`src/design/nfpp_pkg.sv`:
```
// ---------------------------------------------------------------------------
// nfpp_pkg
// Shared constants and the coefficient table for the fixed-point Newton
// polynomial solver.
// ---------------------------------------------------------------------------
package nfpp_pkg;

  localparam int DEGREE_DEF    = 10;
  localparam int FRAC_BITS_DEF = 28;

  // coefficient index is four bits wide (degree at most 15)
  localparam int COEF_IDX_W = 4;
  localparam int COEF_CNT   = 16;

  localparam int TOL_W   = 29;
  localparam int LIMIT_W = 16;
  localparam int DATA_W  = 32;

  typedef logic [COEF_CNT-1:0][63:0] coef_tbl_t;

  // polynomial coefficients in units of 1e-4
  function automatic logic [12:0] coef_k(input int unsigned i);
    logic [12:0] k;
    case (i)
      0:       k = 13'd4982;
      1:       k = 13'd2103;
      2:       k = 13'd1270;
      3:       k = 13'd730;
      4:       k = 13'd418;
      5:       k = 13'd241;
      6:       k = 13'd132;
      7:       k = 13'd69;
      8:       k = 13'd35;
      9:       k = 13'd15;
      10:      k = 13'd5;
      default: k = 13'd0;
    endcase
    return k;
  endfunction

  // round(k * 2^frac / 10000), halves up; evaluated at elaboration
  function automatic coef_tbl_t coef_table(input int frac);
    coef_tbl_t t;
    for (int i = 0; i < COEF_CNT; i++) begin
      t[i] = ((64'(coef_k(i)) << frac) + 64'd5000) / 64'd10000;
    end
    return t;
  endfunction

endpackage

```
`src/design/newton_fixed_point_polynomial_unit.sv`:
```
// ---------------------------------------------------------------------------
// newton_fixed_point_polynomial_unit
// Newton solver for the fixed point s = P(s) of a constant polynomial, in
// signed fixed point, with a shared multiplier and a bit-serial divider.
// ---------------------------------------------------------------------------
//  channel   ports                               handshake
//  -------   ---------------------------------   ---------------------------
//  input     in_start_value                      start & !busy
//  result    out_root_value                      out_valid, one cycle, no stall
//  config    psel penable pwrite paddr pwdata    APB, pready tied high
//            prdata pready
//
// One Newton pass runs Horner's rule on the one shared multiplier, three
// states (MULD, ADDD, ADDP) per step, then the restoring divider, one
// quotient bit per cycle, plus setup and update. A request takes from 1
// to iteration_limit+1 passes.
// busy stays high for the whole solve; the result strobe cannot be stalled.
// Reset restores the register defaults; no clearing pass is needed.
// ---------------------------------------------------------------------------
module newton_fixed_point_polynomial_unit #(
  parameter int DEGREE    = nfpp_pkg::DEGREE_DEF,
  parameter int FRAC_BITS = nfpp_pkg::FRAC_BITS_DEF
) (
  input  logic               clk,
  input  logic               rst_n,
  input  logic               start,
  output logic               busy,
  input  logic signed [31:0] in_start_value,
  output logic               out_valid,
  output logic signed [31:0] out_root_value,
  input  logic               psel,
  input  logic               penable,
  input  logic               pwrite,
  input  logic [2:0]         paddr,
  input  logic [31:0]        pwdata,
  output logic [31:0]        prdata,
  output logic               pready
);

  localparam int IW    = nfpp_pkg::COEF_IDX_W;
  localparam int AW    = (FRAC_BITS + 1 > 32) ? FRAC_BITS + 1 : 32;  // accumulators
  localparam int CW    = FRAC_BITS + 1;                              // coefficient
  localparam int PW    = 32 + AW;                                    // product
  localparam int NW    = AW + 1;                                     // numerator
  localparam int DW    = ((FRAC_BITS > 31) ? FRAC_BITS : 31) + 2;    // denominator
  localparam int QW    = NW + FRAC_BITS;                             // dividend/quotient
  localparam int CNT_W = $clog2(QW + 1);
  localparam int QMW   = 34;                                         // capped quotient
  localparam int SW    = 36;                                         // update sum

  localparam nfpp_pkg::coef_tbl_t COEF = nfpp_pkg::coef_table(FRAC_BITS);

  localparam logic signed [DW-1:0] ONE_Q   = DW'(1) << FRAC_BITS;
  localparam logic signed [63:0]   ONE_64  = 64'(1) << FRAC_BITS;
  localparam logic [QMW-1:0]       Q_CAP   = QMW'(1) << 33;
  localparam logic [31:0]          SAT_POS = 32'h7fff_ffff;
  localparam logic [31:0]          SAT_NEG = 32'h8000_0000;

  localparam logic REG_TOL   = 1'b0;
  localparam logic REG_LIMIT = 1'b1;

  localparam logic [3:0] ST_IDLE = 4'd0;
  localparam logic [3:0] ST_INIT = 4'd1;
  localparam logic [3:0] ST_MULD = 4'd2;
  localparam logic [3:0] ST_ADDD = 4'd3;
  localparam logic [3:0] ST_ADDP = 4'd4;
  localparam logic [3:0] ST_DSET = 4'd5;
  localparam logic [3:0] ST_DIV  = 4'd6;
  localparam logic [3:0] ST_UPD  = 4'd7;
  localparam logic [3:0] ST_CHK  = 4'd8;

  // control
  logic [3:0]                     state_r, state_nxt;
  logic                           out_valid_r, out_valid_nxt;
  logic [nfpp_pkg::TOL_W-1:0]     tol_r, tol_nxt;
  logic [nfpp_pkg::LIMIT_W-1:0]   limit_r, limit_nxt;

  // datapath
  logic signed [31:0]             est_r, est_nxt;
  logic signed [31:0]             next_r, next_nxt;
  logic [nfpp_pkg::LIMIT_W-1:0]   passes_r, passes_nxt;
  logic signed [AW-1:0]           poly_r, poly_nxt;
  logic signed [AW-1:0]           deriv_r, deriv_nxt;
  logic [IW-1:0]                  step_r, step_nxt;
  logic signed [PW-1:0]           prod_r, prod_nxt;
  logic [NW-1:0]                  nmag_r, nmag_nxt;
  logic [DW-1:0]                  dmag_r, dmag_nxt;
  logic                           neg_r, neg_nxt;
  logic [DW-1:0]                  rem_r, rem_nxt;
  logic [QW-1:0]                  dq_r, dq_nxt;
  logic [CNT_W-1:0]               cnt_r, cnt_nxt;

  logic                           cfg_wr;
  logic signed [63:0]             sv_w;
  logic signed [AW-1:0]           mul_op;
  logic [IW-1:0]                  coef_idx;
  logic signed [AW-1:0]           term;
  logic signed [PW-1:0]           prod_sh;
  logic signed [PW:0]             hsum;
  logic signed [31:0]             hsat;
  logic signed [NW-1:0]           num;
  logic signed [DW-1:0]           den;
  logic [DW:0]                    rem_sh;
  logic                           rem_ge;
  logic [QMW-1:0]                 qmag;
  logic signed [SW-1:0]           usum;
  logic signed [32:0]             diff;
  logic [32:0]                    diff_abs;
  logic                           solved;

  assign pready         = 1'b1;
  assign busy           = (state_r != ST_IDLE);
  assign out_valid      = out_valid_r;
  assign out_root_value = next_r;
  assign cfg_wr         = psel & penable & pwrite;
  assign prdata         = (paddr[2] == REG_LIMIT) ? 32'(limit_r) : 32'(tol_r);

  // shared multiplier operand and Horner adder
  assign mul_op   = (state_r == ST_ADDD) ? poly_r : deriv_r;
  assign coef_idx = step_r - IW'(1);
  assign term     = (state_r == ST_ADDD) ? poly_r : AW'($signed(COEF[coef_idx][CW-1:0]));
  assign prod_sh  = prod_r >>> FRAC_BITS;
  assign hsum     = (PW+1)'(prod_sh) + (PW+1)'(term);
  assign hsat     = (hsum[PW:31] != {(PW-30){hsum[PW]}}) ?
                    (hsum[PW] ? SAT_NEG : SAT_POS) : hsum[31:0];

  assign sv_w = 64'(in_start_value);
  assign num  = NW'(poly_r) - NW'(est_r);
  assign den  = ONE_Q - DW'(deriv_r);

  // restoring divider, one quotient bit per cycle
  assign rem_sh = {rem_r, dq_r[QW-1]};
  assign rem_ge = (rem_sh >= {1'b0, dmag_r});

  always_comb begin
    if (dmag_r == '0) begin
      qmag = (nmag_r == '0) ? '0 : Q_CAP;
    end else if (dq_r >= QW'(Q_CAP)) begin
      qmag = Q_CAP;
    end else begin
      qmag = dq_r[QMW-1:0];
    end
  end

  assign usum     = neg_r ? (SW'(est_r) - SW'(qmag)) : (SW'(est_r) + SW'(qmag));
  assign diff     = 33'(next_r) - 33'(est_r);
  assign diff_abs = diff[32] ? 33'(-diff) : 33'(diff);
  assign solved   = (diff_abs <= 33'(tol_r)) || (passes_r == '0);

  always_comb begin
    state_nxt     = state_r;
    out_valid_nxt = 1'b0;
    tol_nxt       = tol_r;
    limit_nxt     = limit_r;
    est_nxt       = est_r;
    next_nxt      = next_r;
    passes_nxt    = passes_r;
    poly_nxt      = poly_r;
    deriv_nxt     = deriv_r;
    step_nxt      = step_r;
    prod_nxt      = prod_r;
    nmag_nxt      = nmag_r;
    dmag_nxt      = dmag_r;
    neg_nxt       = neg_r;
    rem_nxt       = rem_r;
    dq_nxt        = dq_r;
    cnt_nxt       = cnt_r;

    if (cfg_wr) begin
      if (paddr[2] == REG_TOL) begin
        tol_nxt = pwdata[nfpp_pkg::TOL_W-1:0];
      end else begin
        limit_nxt = pwdata[nfpp_pkg::LIMIT_W-1:0];
      end
    end

    case (state_r)
      ST_IDLE: begin
        if (start) begin
          // start outside [0, 1.0] falls back to zero
          est_nxt    = (sv_w < 0 || sv_w > ONE_64) ? '0 : in_start_value;
          passes_nxt = limit_r;
          state_nxt  = ST_INIT;
        end
      end
      ST_INIT: begin
        poly_nxt  = AW'($signed(COEF[IW'(DEGREE)][CW-1:0]));
        deriv_nxt = '0;
        step_nxt  = IW'(DEGREE);
        state_nxt = ST_MULD;
      end
      ST_MULD: begin
        prod_nxt  = PW'(est_r) * PW'(mul_op);
        state_nxt = ST_ADDD;
      end
      ST_ADDD: begin
        // derivative uses the old running value of P as its term
        deriv_nxt = AW'(hsat);
        prod_nxt  = PW'(est_r) * PW'(mul_op);
        state_nxt = ST_ADDP;
      end
      ST_ADDP: begin
        poly_nxt  = AW'(hsat);
        step_nxt  = coef_idx;
        state_nxt = (coef_idx == '0) ? ST_DSET : ST_MULD;
      end
      ST_DSET: begin
        nmag_nxt  = num[NW-1] ? NW'(-num) : NW'(num);
        dmag_nxt  = den[DW-1] ? DW'(-den) : DW'(den);
        neg_nxt   = num[NW-1] ^ den[DW-1];
        rem_nxt   = '0;
        dq_nxt    = QW'(num[NW-1] ? NW'(-num) : NW'(num)) << FRAC_BITS;
        cnt_nxt   = CNT_W'(QW);
        state_nxt = ST_DIV;
      end
      ST_DIV: begin
        rem_nxt = rem_ge ? DW'(rem_sh - {1'b0, dmag_r}) : rem_sh[DW-1:0];
        dq_nxt  = {dq_r[QW-2:0], rem_ge};
        cnt_nxt = cnt_r - CNT_W'(1);
        if (cnt_r == CNT_W'(1)) begin
          state_nxt = ST_UPD;
        end
      end
      ST_UPD: begin
        next_nxt  = (usum[SW-1:31] != {(SW-31){usum[SW-1]}}) ?
                    (usum[SW-1] ? SAT_NEG : SAT_POS) : usum[31:0];
        state_nxt = ST_CHK;
      end
      ST_CHK: begin
        est_nxt = next_r;
        if (solved) begin
          out_valid_nxt = 1'b1;
          state_nxt     = ST_IDLE;
        end else begin
          passes_nxt = passes_r - nfpp_pkg::LIMIT_W'(1);
          state_nxt  = ST_INIT;
        end
      end
      default: begin
        state_nxt = ST_IDLE;
      end
    endcase
  end

  always_ff @(posedge clk) begin
    if (!rst_n) begin
      state_r     <= ST_IDLE;
      out_valid_r <= 1'b0;
      tol_r       <= nfpp_pkg::TOL_W'(268);
      limit_r     <= nfpp_pkg::LIMIT_W'(1000);
    end else begin
      state_r     <= state_nxt;
      out_valid_r <= out_valid_nxt;
      tol_r       <= tol_nxt;
      limit_r     <= limit_nxt;
    end
  end

  always_ff @(posedge clk) begin
    est_r    <= est_nxt;
    next_r   <= next_nxt;
    passes_r <= passes_nxt;
    poly_r   <= poly_nxt;
    deriv_r  <= deriv_nxt;
    step_r   <= step_nxt;
    prod_r   <= prod_nxt;
    nmag_r   <= nmag_nxt;
    dmag_r   <= dmag_nxt;
    neg_r    <= neg_nxt;
    rem_r    <= rem_nxt;
    dq_r     <= dq_nxt;
    cnt_r    <= cnt_nxt;
  end

endmodule

```
`config.mk`:
```
export PLATFORM = sky130hd
export DESIGN_NAME = newton_fixed_point_polynomial_unit
export DESIGN_NICKNAME = d
export VERILOG_FILES = /design/src/design/nfpp_pkg.sv /design/src/design/newton_fixed_point_polynomial_unit.sv
export SDC_FILE = /design/constraint.sdc
export NUM_CORES = 2
export LEC_CHECK = 0
export ABC_AREA = 1
export BUFFER_PORTS_ARGS = -buffer_cell sky130_fd_sc_hd__buf_2
export CAP_MARGIN = 20
export CORE_MARGIN = 3
export CORE_UTILIZATION = 30
export CTS_CLUSTER_DIAMETER = 40
export DETAILED_ROUTE_END_ITERATION = 10
export PLACE_DENSITY = 0.49
export SYNTH_ARGS = -nofsm -noshare
export SYNTH_HDL_FRONTEND = slang
export SYNTH_SLANG_ARGS = --single-unit
```
`constraint.sdc`:
```
create_clock -name clk -period 9.1 [get_ports clk]
set_input_delay 0 -clock clk [delete_from_list [all_inputs] [get_ports clk]]
set_output_delay 0 -clock clk [all_outputs]
set_load 0.01 [all_outputs]
```
### Word level (Yosys, flattened, before mapping)

Memories as Yosys holds them, arrays and structs flattened.
Index checks and enable logic that the tools add are counted.
Widths: inputs -> output; s select.

| storage, ports and cells | value |
|---|---|
| register bits after elaboration | 429 |
| bits in read-only memories | 1,024 |
| output and inout bits | 67 |
| memories kept | 1 |

| cells by class | value |
|---|---|
| add/subtract/negate cells | 13 |
| multiply operators | 1 |
| $lt $le $gt $ge | 6 |
| eq/ne operators | 14 |
| multiplexer cells | 35 |
| bitwise logic cells | 4 |
| reduce and logical (&&, ||, !) cells | 19 |

Memories:

| memory | words | bits a word | rd ports | clocked after memory_dff | wr ports | RTL line | source |
|---|---|---|---|---|---|---|---|
| (no name shown) | 16 | 64 | 1 | 0 | 0 | newton_fixed_point_polynomial_unit.sv:121 | `assign term = (state_r == ST_ADDD) ? poly_r : AW'($signed(COEF[coef_idx][CW-1:0]));` |

Operator list:

| kind | count |
|---|---|
| $mux 32 | 11 |
| $pmux 32 s2 | 2 |
| $pmux 61 s2 | 1 |
| $mux 34 | 3 |
| $mux 33 | 3 |
| $neg 33->33 | 3 |
| $logic_not 33->1 | 2 |
| $pmux 33 s2 | 1 |
| $sub 32x32->33 | 2 |
| $mul 32x32->64 | 1 |
| $ge 61x34->1 const B | 1 |
| $mux 29 | 2 |
| $add 36x32->37 | 1 |
| $add 32x35->36 | 1 |
| $mux 36 | 1 |
| $pmux 4 s9 | 1 |
| $sub 32x35->36 | 1 |
| $ge 34x33->1 | 1 |
| $le 33x29->1 | 1 |
| $ne 33x33->1 | 1 |
| $sub 30x32->33 const A | 1 |
| $sub 33x33->33 | 1 |
| $gt 32x30->1 const B | 1 |
| $lt 32x1->1 const B | 1 |
| 29 further kinds | 48 |

### Depth between registers and ports, before layout

| depth | value |
|---|---|
| depth after elaboration | 8 |
| gate-level depth with buffers | 41 |
| mapped depth without buffers | 38 |

### Least setup slack after synthesis

No wires, ideal clock.

| timing | value |
|---|---|
| kind | flip-flop to flip-flop |
| start | register state_r[0] |
| end | register prod_r[61] (data pin) |
| setup time | 265 ps |
| data arrival time | 8,063 ps |
| data required time | 8,835 ps |
| setup slack | 772 ps |
| cell stages (with the launch flop) | 32 |
| period minus slack after synthesis | 8,328 ps |
| cells stage by stage | dfxtp_1 nand2_1 clkinv_1 nand2_1 clkbuf_1 buf_1 nand2_1 nand2_1 clkbuf_1 nor2_1 fa_1 inv_1 fa_1 inv_1 fa_1 fa_1 inv_1 fa_1 inv_1 fa_1 inv_1 fa_1 inv_1 fa_1 ha_1 a21oi_1 nor2_1 nor2_1 a21oi_1 a2111oi_0 o21ai_0 xor2_1 |

| on the way | value |
|---|---|
| longest elaborated chain between the ends | 3 |

Ends and longest elaborated chain:

| what | RTL line | source |
|---|---|---|
| start, declared | newton_fixed_point_polynomial_unit.sv:73 | `logic [3:0] state_r, state_nxt;` |
| start signal, assigned | newton_fixed_point_polynomial_unit.sv:252 | `state_r <= state_nxt;` |
| $eq 4x2->1 | newton_fixed_point_polynomial_unit.sv:119, newton_fixed_point_polynomial_unit.sv:177 |  |
| $mux 32 | newton_fixed_point_polynomial_unit.sv:119 | `assign mul_op = (state_r == ST_ADDD) ? poly_r : deriv_r;` |
| $mul 32x32->64 | newton_fixed_point_polynomial_unit.sv:193, newton_fixed_point_polynomial_unit.sv:199 |  |
| end signal, assigned | newton_fixed_point_polynomial_unit.sv:266 | `prod_r <= prod_nxt;` |
| end, declared | newton_fixed_point_polynomial_unit.sv:85 | `logic signed [PW-1:0] prod_r, prod_nxt;` |

No other way between the ends.
A chain may end at the register's enable or synchronous reset.

### Final worst setup path

Ends and elaborated chain as after synthesis.

==> results.toml <==
[status]
outcome = "complete, no violations"

[finish]
stdcell_count = 11900
drive_gt1_frac = 0.0702
ff_latch_area_um2 = 11500
fill_cells = 23900
nNetsFinal = 10300
multiInputGateArea_um2 = 48900
area_delta_synth_final_pct = 12.7

[synthesis]
async_flop_share = 0
syn_avg_cell_area_um2 = 7.92
ys.flop_type = "edfxtp_1"
yosysMostFrequentCell = "nand2_1"
synthCells = 8586
synth_edf_count = 351
syn_area_um2 = 68000
ys_seq_elements = 401
synth_top_area_cell = "fa_1"
synth.top_cells.by_count = "1739 x nand2_1, 1672 x inv_1, 1131 x nor2_1"
ys_seq_area_frac = 0.170
synth-warning-count = 0
synthTopCellsByArea = "fa_1 32%, edfxtp_1 16%, nand2_1 9.6%"
synth_cell_types = 69
synth_top_area_share = 0.320

[sta]
setup_viol = 0
period_minus_slack_ps = 8830
fin_skew_ps = 58.4
finalCritPeriodShare = 0.970
maxSlewViolCount = 0
timing.fmax_ghz = 0.113
worst_pin_slew_ps = 1140
max-slew-margin-rel = 0.238
finalHoldViolations = 0
rsz0062_at_grt = "true"

[global_routing]
antenna_found_initial = 10
grt_max_degree = 75
first_global_vias = 61400
grt_use_total = 0.223
grt_first_pass_wirelength_mm = 389
gr-total-overflow = 0

[clock_network]
cts_tree = "built"
clk_transition_reported_paths_ps = 60
cts_buffers = 79
clock_sinks = 401
clock_tree.root_cell = "clkbuf_16"
cts.path.max_buffers = 3
htreeDepth = 3
clk-insertion-delay-late_ps = 700

[setup_path]
worstSetupPathType = "reg -> reg"
crit_path_start_kind = "flop"
cp_max_fo = 19
end_kind = "flop"
crit_arrival_ps = 9270
cpPeakStageDelay_ps = 620
crit_slowest_cell = "fa_1"
required_ps = 9540
crit_path_frequent_cell = "fa_1"

[floorplanning]
fp.coreArea_um2 = 225000
dieWidth_um = 482
io_pins = 140
rows = 174
design.die.area_um2 = 232000
start_util = 0.302
die_h_um = 482

[drt]
vias_per_cell = 4.94
drt-pass1-iter-count = 6
wire_per_inst_um = 21.8
drcViolationCount = 0
num_vias = 58500
drt_iter0_drc = 4156
ant_nets = 0
routed_wl_mm = 258

[placed_design]
gp_congestion = 0.959
port_buffers = 130
dp_hpwl_mm = 214
place_inst = 11600

[flow_run]
cap_viol_max_count = 0

[min_path]
worstHoldPathType = "in -> reg"
==> cells by family (layout without fill, tap and decap cells) <==
family,after synthesis,after routing,synth area share
fa+ha+maj,1480,1480,0.392
flops,401,401,0.170
other cells,2,9,0.000110
buf+inv,2024,2290,0.114
xor+xnor,305,305,0.0397
compound gates,951,951,0.0786
simple gates,3423,3423,0.206
==> area by class of cell <==
class,count,area share
inverter,1731,0.0849
antenna,4,0.000131
clock buffer,92,0.0272
tap,2992,0.0488
clock inverter,56,0.00859
timing repair buffer,411,0.0423
multi-input combinational,6164,0.637
sequential,401,0.151
==> stage by stage <==
step	TNS (ps)	area, um2	utilization	hold slack [ps]	setup WS (ps)
5_1_grt	-80.9	76700	0.341	117	-49.5
3_3_place_gp	0	73000	0.324	245	301
3_5_place_dp	0	73000	0.324	245	191
6_report	0	76700	0.341	130	274
4_1_cts	0	76600	0.340	44.6	177
2_1_floorplan	0	68000	-	126	772
==> routing by layer <==
metal / part of all wire / up-vias / GRT usage
li1: - / 26800 / -
met1: 0.42 / 29400 / 0.286
met2: 0.48 / 1858 / 0.380
met3: 0.063 / 400 / 0.0359
met4: 0.039 / 4 / 0.0775
met5: 0.00013 / - / 0
==> worst max-delay path: cells and delay by family (launching register included) <==
kind                     cells  cell delay [ps]
flip-flops                   1              350
AO/OA/AOI/OAI                2              540
buffers and inverters        8             1090
XOR/XNOR                     1              110
adder cells (fa/ha/maj)      9             4460
AND/OR/NAND/NOR             11             2010
==> cells in the final DEF (no fill, tap or decap), types with 18 or more instances in the layout <==
| master | count |
|---|---|
| ha_1 | 394 |
| or2_2 | 18 |
| buf_4 | 174 |
| xnor2_1 | 81 |
| nor2_1 | 1124 |
| nor4_1 | 23 |
| clkbuf_16 | 81 |
| dlygate4sd3_1 | 83 |
| xor2_1 | 220 |
| a31oi_1 | 48 |
| nand3_1 | 235 |
| a21oi_1 | 397 |
| buf_2 | 130 |
| clkinv_1 | 32 |
| o211ai_1 | 26 |
| fa_1 | 1085 |
| inv_2 | 32 |
| o21ai_0 | 305 |
| buf_12 | 21 |
| o21a_1 | 22 |
| dfxtp_1 | 50 |
| nand4_1 | 107 |
| o21bai_1 | 19 |
| nor3_1 | 80 |
| nand2_1 | 1737 |
| inv_1 | 1669 |
| edfxtp_1 | 351 |
==> final timing paths <==
kind / startpoint / endpoint / slack [ps] / depth (start not counted)
setup / recovery: state_r[0]$_SDFFE_PN0P_ / prod_r[61]$_DFFE_PP_ / 270 / 31
hold / removal: pwdata[3] / limit_r[3]$_SDFFE_PN1P_ / 130 / 4
setup reg to reg: state_r[0]$_SDFFE_PN0P_ / prod_r[61]$_DFFE_PP_ / 270 / 31
hold reg to reg: tol_r[23]$_SDFFE_PN0P_ / tol_r[23]$_SDFFE_PN0P_ / 490 / 2
==> sequential cells by signal, summed over array words and instances (netlist names) <==
| name | flops |
|---|---|
| deriv_r | 32 |
| dq_r | 61 |
| prod_r | 36 |
| nmag_r | 33 |
| out_root_value | 32 |
| tol_r | 29 |
| est_r | 32 |
| cnt_r | 6 |
| rem_r | 33 |
| step_r | 4 |
| passes_r | 16 |
| out_valid | 1 |
| dmag_r | 33 |
| poly_r | 32 |
| limit_r | 16 |
| state_r | 4 |
| neg_r | 1 |
==> what timing repair did <==
action	in CTS	in global routing
resized for setup	0	18
endpoints found under the hold margin	76	0
setup endpoints to repair	0	16
hold buffers	83	0
buffers inserted	0	0
Power is left out: the tool's default activity adds up to more than one toggle a clock period on the data nets, which glitch-free logic cannot reach.
